[src/hdl/apa_pkg.sv]
package apa_pkg;

	localparam int CHAN_W               = 8;
	localparam int LANES                = 4;
	localparam int PIXEL_W              = CHAN_W * LANES;
	localparam int FACTOR_W             = 16;
	localparam int FACTOR_FRAC_BITS_DEF = 8;
	localparam int DIV_STAGES           = CHAN_W;
	// Lane pipeline plus the merge register.
	localparam int LATENCY              = DIV_STAGES + 1;
	localparam logic [CHAN_W-1:0] CHAN_MAX = '1;

	typedef enum logic [2:0] {
		OP_ADD      = 3'd0,
		OP_SUBTRACT = 3'd1,
		OP_MODULATE = 3'd2,
		OP_SCALE    = 3'd3,
		OP_DIVIDE   = 3'd4,
		OP_BLEND    = 3'd5
	} op_t;

	typedef struct packed {
		op_t                 op;
		logic [CHAN_W-1:0]   x;
		logic [CHAN_W-1:0]   y;
		logic [CHAN_W-1:0]   t;
		logic                neg;
		logic                mag_zero;
		logic [FACTOR_W-1:0] mag;
	} lane_in_t;

	typedef struct packed {
		op_t                op;
		logic               t_zero;
		logic               t_full;
		logic               mag_zero;
		logic [PIXEL_W-1:0] pa;
		logic [PIXEL_W-1:0] pb;
	} ctrl_t;

endpackage

[src/hdl/apa_div.sv]
module apa_div #(
	parameter int FRAC = apa_pkg::FACTOR_FRAC_BITS_DEF
) (
	input  logic                          clk,
	input  logic [apa_pkg::CHAN_W-1:0]    x,
	input  logic [apa_pkg::FACTOR_W-1:0]  mag,
	output logic [apa_pkg::CHAN_W-1:0]    quo
);

	localparam int CW     = apa_pkg::CHAN_W;
	localparam int MW     = apa_pkg::FACTOR_W;
	localparam int STAGES = apa_pkg::DIV_STAGES;
	localparam int DW     = (CW + FRAC > MW + CW) ? CW + FRAC : MW + CW;

	logic [DW-1:0] rem_s [STAGES];
	logic [CW-1:0] quo_s [STAGES];
	logic [MW-1:0] mag_s [STAGES];
	logic          ovf_s [STAGES];

	// One quotient bit per stage, restoring form. A quotient above the
	// channel range is caught up front and saturates at the end.
	for (genvar k = 0; k < STAGES; k++) begin : g_step
		logic [DW-1:0] rem_i;
		logic [DW-1:0] trial;
		logic [CW-1:0] quo_i;
		logic [MW-1:0] mag_i;
		logic          ovf_i;

		if (k == 0) begin : g_first
			assign rem_i = DW'(x) << FRAC;
			assign quo_i = '0;
			assign mag_i = mag;
			assign ovf_i = (DW'(x) << FRAC) >= (DW'(mag) << CW);
		end else begin : g_next
			assign rem_i = rem_s[k-1];
			assign quo_i = quo_s[k-1];
			assign mag_i = mag_s[k-1];
			assign ovf_i = ovf_s[k-1];
		end

		assign trial = DW'(mag_i) << (STAGES - 1 - k);

		always_ff @(posedge clk) begin
			if (rem_i >= trial) begin
				rem_s[k] <= rem_i - trial;
				quo_s[k] <= quo_i | (CW'(1) << (STAGES - 1 - k));
			end else begin
				rem_s[k] <= rem_i;
				quo_s[k] <= quo_i;
			end
			mag_s[k] <= mag_i;
			ovf_s[k] <= ovf_i;
		end
	end

	assign quo = ovf_s[STAGES-1] ? apa_pkg::CHAN_MAX : quo_s[STAGES-1];

endmodule

[src/hdl/apa_lane.sv]
module apa_lane #(
	parameter int FRAC = apa_pkg::FACTOR_FRAC_BITS_DEF
) (
	input  logic                       clk,
	input  apa_pkg::lane_in_t          lin,
	output logic [apa_pkg::CHAN_W-1:0] res
);

	localparam int CW    = apa_pkg::CHAN_W;
	localparam int MW    = apa_pkg::FACTOR_W;
	localparam int PW    = CW + MW;
	localparam int DELAY = apa_pkg::DIV_STAGES - 2;

	logic [CW:0]   sum;
	logic [CW-1:0] addsub;
	logic [CW-1:0] mul_a;
	logic [MW-1:0] mul_b;
	logic [CW-1:0] diff;

	apa_pkg::op_t  op_s1;
	logic [CW-1:0] addsub_s1;
	logic [PW-1:0] prod_s1;
	logic          flip_s1;
	logic [CW-1:0] x_s1;
	logic          neg_s1;
	logic          mzero_s1;

	logic [2*CW:0] div255;
	logic [CW-1:0] q255;
	logic [PW-1:0] scaled;
	logic [CW-1:0] scale_sat;
	logic [CW-1:0] r_s2;
	logic          use_div_s2;

	logic [CW-1:0] r_sn   [DELAY];
	logic          use_sn [DELAY];
	logic [CW-1:0] div_q;

	always_comb begin
		sum  = {1'b0, lin.x} + {1'b0, lin.y};
		diff = (lin.y >= lin.x) ? lin.y - lin.x : lin.x - lin.y;
		case (lin.op)
			apa_pkg::OP_ADD:      addsub = sum[CW] ? apa_pkg::CHAN_MAX : sum[CW-1:0];
			apa_pkg::OP_SUBTRACT: addsub = (lin.x > lin.y) ? lin.x - lin.y : '0;
			default:              addsub = '0;
		endcase
		case (lin.op)
			apa_pkg::OP_MODULATE: begin
				mul_a = lin.x;
				mul_b = MW'(lin.y);
			end
			apa_pkg::OP_BLEND: begin
				mul_a = lin.t;
				mul_b = MW'(diff);
			end
			apa_pkg::OP_SCALE: begin
				mul_a = lin.x;
				mul_b = lin.mag;
			end
			default: begin
				mul_a = '0;
				mul_b = '0;
			end
		endcase
	end

	always_ff @(posedge clk) begin
		op_s1     <= lin.op;
		addsub_s1 <= addsub;
		prod_s1   <= PW'(mul_a) * PW'(mul_b);
		flip_s1   <= lin.y < lin.x;
		x_s1      <= lin.x;
		neg_s1    <= lin.neg;
		mzero_s1  <= lin.mag_zero;
	end

	// Exact floor(p/255) for products of two channel values.
	always_comb begin
		div255    = {1'b0, prod_s1[2*CW-1:0]} + (2*CW+1)'(prod_s1[2*CW-1:CW])
			+ (2*CW+1)'(1);
		q255      = div255[2*CW-1:CW];
		scaled    = prod_s1 >> FRAC;
		scale_sat = (|scaled[PW-1:CW]) ? apa_pkg::CHAN_MAX : scaled[CW-1:0];
	end

	always_ff @(posedge clk) begin
		use_div_s2 <= (op_s1 == apa_pkg::OP_DIVIDE) && !neg_s1 && !mzero_s1;
		case (op_s1)
			apa_pkg::OP_ADD,
			apa_pkg::OP_SUBTRACT: r_s2 <= addsub_s1;
			apa_pkg::OP_MODULATE: r_s2 <= q255;
			apa_pkg::OP_BLEND:    r_s2 <= flip_s1 ? x_s1 - q255 : x_s1 + q255;
			apa_pkg::OP_SCALE:    r_s2 <= (neg_s1 || mzero_s1) ? '0 : scale_sat;
			apa_pkg::OP_DIVIDE: begin
				if (mzero_s1 && !neg_s1 && (x_s1 != '0))
					r_s2 <= apa_pkg::CHAN_MAX;
				else
					r_s2 <= '0;
			end
			default:              r_s2 <= '0;
		endcase
	end

	always_ff @(posedge clk) begin
		r_sn[0]   <= r_s2;
		use_sn[0] <= use_div_s2;
		for (int i = 1; i < DELAY; i++) begin
			r_sn[i]   <= r_sn[i-1];
			use_sn[i] <= use_sn[i-1];
		end
	end

	apa_div #(.FRAC(FRAC)) u_div (
		.clk (clk),
		.x   (lin.x),
		.mag (lin.mag),
		.quo (div_q)
	);

	assign res = use_sn[DELAY-1] ? div_q : r_sn[DELAY-1];

endmodule

[src/hdl/apa_merge.sv]
module apa_merge (
	input  logic                                         clk,
	input  logic                                         arst_n,
	input  logic                                         vld,
	input  apa_pkg::ctrl_t                               ctrl,
	input  logic [apa_pkg::LANES-1:0][apa_pkg::CHAN_W-1:0] lane_res,
	output logic                                         done,
	output logic [apa_pkg::PIXEL_W-1:0]                  pixel_out,
	output logic                                         divide_by_zero
);

	localparam int CW = apa_pkg::CHAN_W;

	logic [apa_pkg::PIXEL_W-1:0] pix;
	logic                        done_q;
	logic [apa_pkg::PIXEL_W-1:0] pix_q;
	logic                        dz_q;

	always_comb begin
		case (ctrl.op)
			apa_pkg::OP_ADD,
			apa_pkg::OP_SUBTRACT,
			apa_pkg::OP_MODULATE: pix = lane_res;
			apa_pkg::OP_SCALE,
			apa_pkg::OP_DIVIDE:   pix = {CW'(0), lane_res[2], lane_res[1], lane_res[0]};
			apa_pkg::OP_BLEND: begin
				if (ctrl.t_zero)
					pix = ctrl.pa;
				else if (ctrl.t_full)
					pix = ctrl.pb;
				else
					pix = {CW'(0), lane_res[2], lane_res[1], lane_res[0]};
			end
			default:              pix = '0;
		endcase
	end

	always_ff @(posedge clk or negedge arst_n) begin
		if (!arst_n) begin
			done_q <= 1'b0;
		end else begin
			done_q <= vld;
		end
	end

	// The flag is only raised together with a result beat.
	always_ff @(posedge clk) begin
		pix_q <= pix;
		dz_q  <= vld && (ctrl.op == apa_pkg::OP_DIVIDE) && ctrl.mag_zero;
	end

	assign done           = done_q;
	assign pixel_out      = pix_q;
	assign divide_by_zero = dz_q;

endmodule

[src/hdl/argb_pixel_alu_top.sv]
// A beat accepted on start passes the lane and valid pipelines and the merge
// register, then shows on done, pixel_out and divide_by_zero. Throughput: one beat
// per cycle, set by the eight-stage per-channel divider and the lane pipeline that
// runs alongside it. busy is always low, and the receiver cannot stall: each result
// beat is shown for one cycle. arst_n clears the valid pipeline at once; data registers hold.
module argb_pixel_alu_top #(
	parameter int FACTOR_FRAC_BITS = apa_pkg::FACTOR_FRAC_BITS_DEF
) (
	input  logic                                clk,
	input  logic                                arst_n,
	input  logic                                start,
	output logic                                busy,
	input  logic [2:0]                          opcode,
	input  logic [apa_pkg::PIXEL_W-1:0]         pixel_a,
	input  logic [apa_pkg::PIXEL_W-1:0]         pixel_b,
	input  logic signed [apa_pkg::FACTOR_W-1:0] factor,
	output logic                                done,
	output logic [apa_pkg::PIXEL_W-1:0]         pixel_out,
	output logic                                divide_by_zero
);

	localparam int CW     = apa_pkg::CHAN_W;
	localparam int LANES  = apa_pkg::LANES;
	localparam int STAGES = apa_pkg::DIV_STAGES;
	localparam int PTOP   = apa_pkg::PIXEL_W - 1;

	// The block never refuses a beat: every stage advances every cycle.
	logic                                 accept;
	logic [apa_pkg::FACTOR_W-1:0]         mag;
	logic                                 neg;
	apa_pkg::ctrl_t                       ctrl_in;
	apa_pkg::ctrl_t                       ctrl_s [STAGES];
	logic [STAGES-1:0]                    vld_q;
	logic [LANES-1:0][CW-1:0]             lane_res;

	assign busy   = 1'b0;
	assign accept = start && !busy;

	// The factor is split into sign and magnitude once and shared by all
	// lanes. A negative factor drives scale and divide results to zero.
	assign neg = factor[apa_pkg::FACTOR_W-1];
	assign mag = neg ? apa_pkg::FACTOR_W'(~factor) + apa_pkg::FACTOR_W'(1)
		: apa_pkg::FACTOR_W'(factor);

	always_comb begin
		ctrl_in.op       = apa_pkg::op_t'(opcode);
		ctrl_in.t_zero   = pixel_a[PTOP -: CW] == '0;
		ctrl_in.t_full   = pixel_a[PTOP -: CW] == apa_pkg::CHAN_MAX;
		ctrl_in.mag_zero = factor == '0;
		ctrl_in.pa       = pixel_a;
		ctrl_in.pb       = pixel_b;
	end

	// One lane per channel; the alpha lane serves add, subtract and modulate,
	// and the blend weight is pixel A's alpha in every lane.
	for (genvar i = 0; i < LANES; i++) begin : g_lane
		apa_pkg::lane_in_t lin;

		always_comb begin
			lin.op       = apa_pkg::op_t'(opcode);
			lin.x        = pixel_a[i*CW +: CW];
			lin.y        = pixel_b[i*CW +: CW];
			lin.t        = pixel_a[PTOP -: CW];
			lin.neg      = neg;
			lin.mag_zero = factor == '0;
			lin.mag      = mag;
		end

		apa_lane #(.FRAC(FACTOR_FRAC_BITS)) u_lane (
			.clk (clk),
			.lin (lin),
			.res (lane_res[i])
		);
	end

	// Valid bits and the per-beat control ride alongside the lanes.
	always_ff @(posedge clk or negedge arst_n) begin
		if (!arst_n) begin
			vld_q <= '0;
		end else begin
			vld_q <= {vld_q[STAGES-2:0], accept};
		end
	end

	always_ff @(posedge clk) begin
		ctrl_s[0] <= ctrl_in;
		for (int i = 1; i < STAGES; i++)
			ctrl_s[i] <= ctrl_s[i-1];
	end

	apa_merge u_merge (
		.clk            (clk),
		.arst_n         (arst_n),
		.vld            (vld_q[STAGES-1]),
		.ctrl           (ctrl_s[STAGES-1]),
		.lane_res       (lane_res),
		.done           (done),
		.pixel_out      (pixel_out),
		.divide_by_zero (divide_by_zero)
	);

endmodule

[config.mk]
export PLATFORM = sky130hd
export DESIGN_NAME = argb_pixel_alu_top
export DESIGN_NICKNAME = d
export VERILOG_FILES = /design/src/hdl/apa_pkg.sv /design/src/hdl/apa_div.sv /design/src/hdl/apa_lane.sv /design/src/hdl/apa_merge.sv /design/src/hdl/argb_pixel_alu_top.sv
export SDC_FILE = /design/constraint.sdc
export NUM_CORES = 2
export LEC_CHECK = 0
export ABC_AREA = 0
export ABC_CLOCK_PERIOD_IN_PS = 5500
export BUFFER_PORTS_ARGS = -buffer_cell sky130_fd_sc_hd__buf_4
export CAP_MARGIN = 20
export CORE_UTILIZATION = 50
export CTS_BUF_LIST = sky130_fd_sc_hd__clkbuf_8
export DETAILED_ROUTE_END_ITERATION = 6
export MAX_ROUTING_LAYER = met4
export PLACE_DENSITY = 0.76
export SLEW_MARGIN = 5
export SYNTH_ARGS = -nofsm -noshare
export SYNTH_HDL_FRONTEND = slang
export SYNTH_SLANG_ARGS = --single-unit
[constraint.sdc]
create_clock -name clk -period 5.5 [get_ports clk]
set_input_delay 0.55 -clock clk [delete_from_list [all_inputs] [get_ports clk]]
set_output_delay 0.55 -clock clk [all_outputs]
set_load 0.05 [all_outputs]
==> reports/qor.csv <==
metric,value,unit
cts_made_buffers,302,
drive_gt1_frac,0.1822,
wl,297.1,mm
drc_errors,0,
syn_area,90990,µm²
grt_max_degree,51,
rsz0062_at_grt,true,
place_inst,12490,
synthToLayoutAreaGrowth,20.60,%
setup_slack,-0.4742,ns
clk_latency,1.04,ns
utilization,0.6071,
cap_violations,0,
cts_buffer_depth,4,
yosysTopAreaCellShare,0.3971,
cp.arrival,6.88,ns
dr_total_vias,74050,
grt_overflow_total,0,
first_iter_violations,5826,
tightestPinTransition,1.247,ns
dp_hpwl,233.7,mm
p_per_area,422.0,nW/µm²
rows,156,
hold_viol,0,
regArea,36360,µm²
finalWeightedCongestion,1.029,
crit_top_cell,fa_1,
die_w,428.6,µm
synth_cells,9449,
yosys-top-cells-count,"dfxtp_1, inv_1, ha_1, nor2_1, a21oi_1",
yosys_warnings,0,
max_stage_delay,0.52,ns
dr.pass1.iters,6,
die_y,428.6,µm
cp_max_fo,4,
viasPerCell,5.622,
cts_tree,yes,
fillers,14890,
avgSynthCellArea,9.629,µm²
p_leak,0.05006,µW
cts.sinks,1814,
worstSetupPathType,in -> reg,
finish.net_count,11890,
min_from,pixel_b[27],
grt_use_total,0.3252,
synthArstFlopShare,0.004961,
synth_edf_count,0,
start_util,0.5034,
fin_skew,0.1155,ns
cp_slowest_cell,fa_1,
ios,121,
grt_pass1_wl,442.3,mm
violations,setup timing,
cts_max_level,5,
synth.most_common_cell,dfxtp_1,
synth.area.top_cells,"dfxtp_1, ha_1, fa_1, a21oi_1, inv_1",
setup_viol,36,
synth_cell_types,104,
synth-main-ff-cell,dfxtp_1,
final-max-slew-violation-count,0,
routedWlPerCell,22.56,µm
status,"complete, but fails checks",
fin_crit,5.974,ns
worstHoldPathType,in -> reg,
syn_nets,10760,
cts-root-buf,clkbuf_8,
path_clk_slew,0.06,ns
instances_no_fill,13170,
relSlewSlack,0.1555,
ys_seq_elements,1814,
cp.required,6.40,ns
cp-end-kind,flop,
first_global_vias,74170,
p_total,46300,µW
port-buffer-count,119,
timing.rr.start,g_lane[0].u_lane.prod_s1[14]$_DFF_P_,
grt_antenna_before_repair,24,
fin_crit_sh,1.086,
yosysTopAreaCell,dfxtp_1,
fmax,0.1674,GHz
drt.antenna.violating_nets,0,
cp-startpoint,pixel_b[16],
core-area,180700,µm²
irDropWorstVdd,0.2695,mV
yosysSeqAreaShare,0.3996,
multiInputGateArea,52260,µm²
die_area,183700,µm²
start_kind,primary input,
repair_timing:
item / in CTS / in global routing
pin swaps: 107 / 121
hold endpoints to repair: 83 / 0
hold buffers: 76 / 0
setup endpoints to repair: 39 / 57
setup buffers: 43 / 49
gates resized for setup: 107 / 179
stage by stage:
step / hold slack, ns / setup TNS, ns / cell area (µm²) / setup slack (ns)
2_1_floorplan: 0.2544 / -36.37 / 91780 / -1.310
3_3_place_gp: 0.3097 / -70.70 / 100900 / -1.758
3_5_place_dp: 0.3121 / -74.95 / 100900 / -1.754
4_1_cts: 0.01193 / -2.829 / 108600 / -0.3967
5_1_grt: 0.07552 / -13.84 / 109700 / -0.7105
6_report: 0.08925 / -6.671 / 109700 / -0.4742
kinds of logic (layout without fill, tap and decap cells):
group                    count (synthesis)  in the layout  synth area share
flip-flops                            1814           1814            0.3996
buffers and inverters                 1096           2435           0.04589
multiplexers                           174            174           0.02068
AO/OA/AOI/OAI                         2162           2162            0.1513
other                                    1             14        0.00004122
adder cells (fa/ha/maj)               1225           1225            0.1998
XOR/XNOR                               592            592           0.05739
AND/OR/NAND/NOR                       2385           2385            0.1253
sequential cells by signal, indices dropped and copies added, names as in the netlist:
signal,flops
g_lane.u_lane.prod_s1,96
u_merge.divide_by_zero,1
g_lane.u_lane.r_sn,192
g_lane.u_lane.r_s2,32
g_lane.u_lane.op_s1,2
g_lane.u_lane.u_div.quo_s,144
g_lane.u_lane.use_sn,6
g_lane.u_lane.use_div_s2,1
u_merge.done,1
g_lane.u_lane.u_div.ovf_s,32
ctrl_s,551
g_lane.u_lane.neg_s1,1
vld_q,8
g_lane.u_lane.u_div.mag_s,112
g_lane.u_lane.addsub_s1,32
u_merge.pixel_out,32
g_lane.u_lane.u_div.rem_s,560
g_lane.u_lane.flip_s1,4
g_lane.u_lane.x_s1,7
per-layer routing:
layer,GRT usage,vias to the layer above,part of all wire
met5,-,-,0
met4,0.1779,0,0.063
met3,0.05708,770,0.070
met2,0.5137,2727,0.46
met1,0.3946,35680,0.41
li1,-,34870,-
final cells by class:
cell class,instances,area share
clock buffer,349,0.04378
multi-input combinational,6539,0.4762
timing repair buffer,1067,0.07922
sequential,1814,0.3314
inverter,857,0.02984
tap,2370,0.02703
antenna,13,0.0002965
clock inverter,162,0.01222
layout by cell type (no fill, tap or decap), types with 159 or more instances in the layout:
master and count:
nor3_1 159, xnor2_1 349, ha_1 810, a21o_1 196, dfxtp_1 1805, nand2_1 531
nor2_1 806, clkbuf_8 349, buf_4 927, a21oi_1 613, fa_1 361, o21ai_0 442
inv_1 886, xor2_1 225
final timing paths:
kind | to | slack, ns | cells after the start
min in group asynchronous | vld_q[1]$_DFF_PN0_ | 0.53 | 3
setup / recovery | g_lane[2].u_lane.prod_s1[22]$_DFF_P_ | -0.47 | 32
hold reg to reg | ctrl_s[1][271]$_DFF_P_ | 0.22 | 0
hold / removal | g_lane[3].u_lane.addsub_s1[3]$_DFF_P_ | 0.09 | 4
max in group asynchronous | vld_q[7]$_DFF_PN0_ | 4.63 | 3
setup reg to reg | g_lane[0].u_lane.r_s2[7]$_DFF_P_ | 0.43 | 16
worst max-delay path: cells and delay by family:
family          cells  cell delay (ns)
buf+inv             9             0.67
mux                 1             0.20
xor+xnor            2             0.23
compound gates     10             2.23
fa+ha+maj           7             2.68
simple gates        3             0.31
report_power, final:
part	internal, µW	switching [µW]
Combinational	7150	9560
Sequential	15700	1670
Clock	6860	5320
No activity file was read; power rests on OpenSTA's default activity.
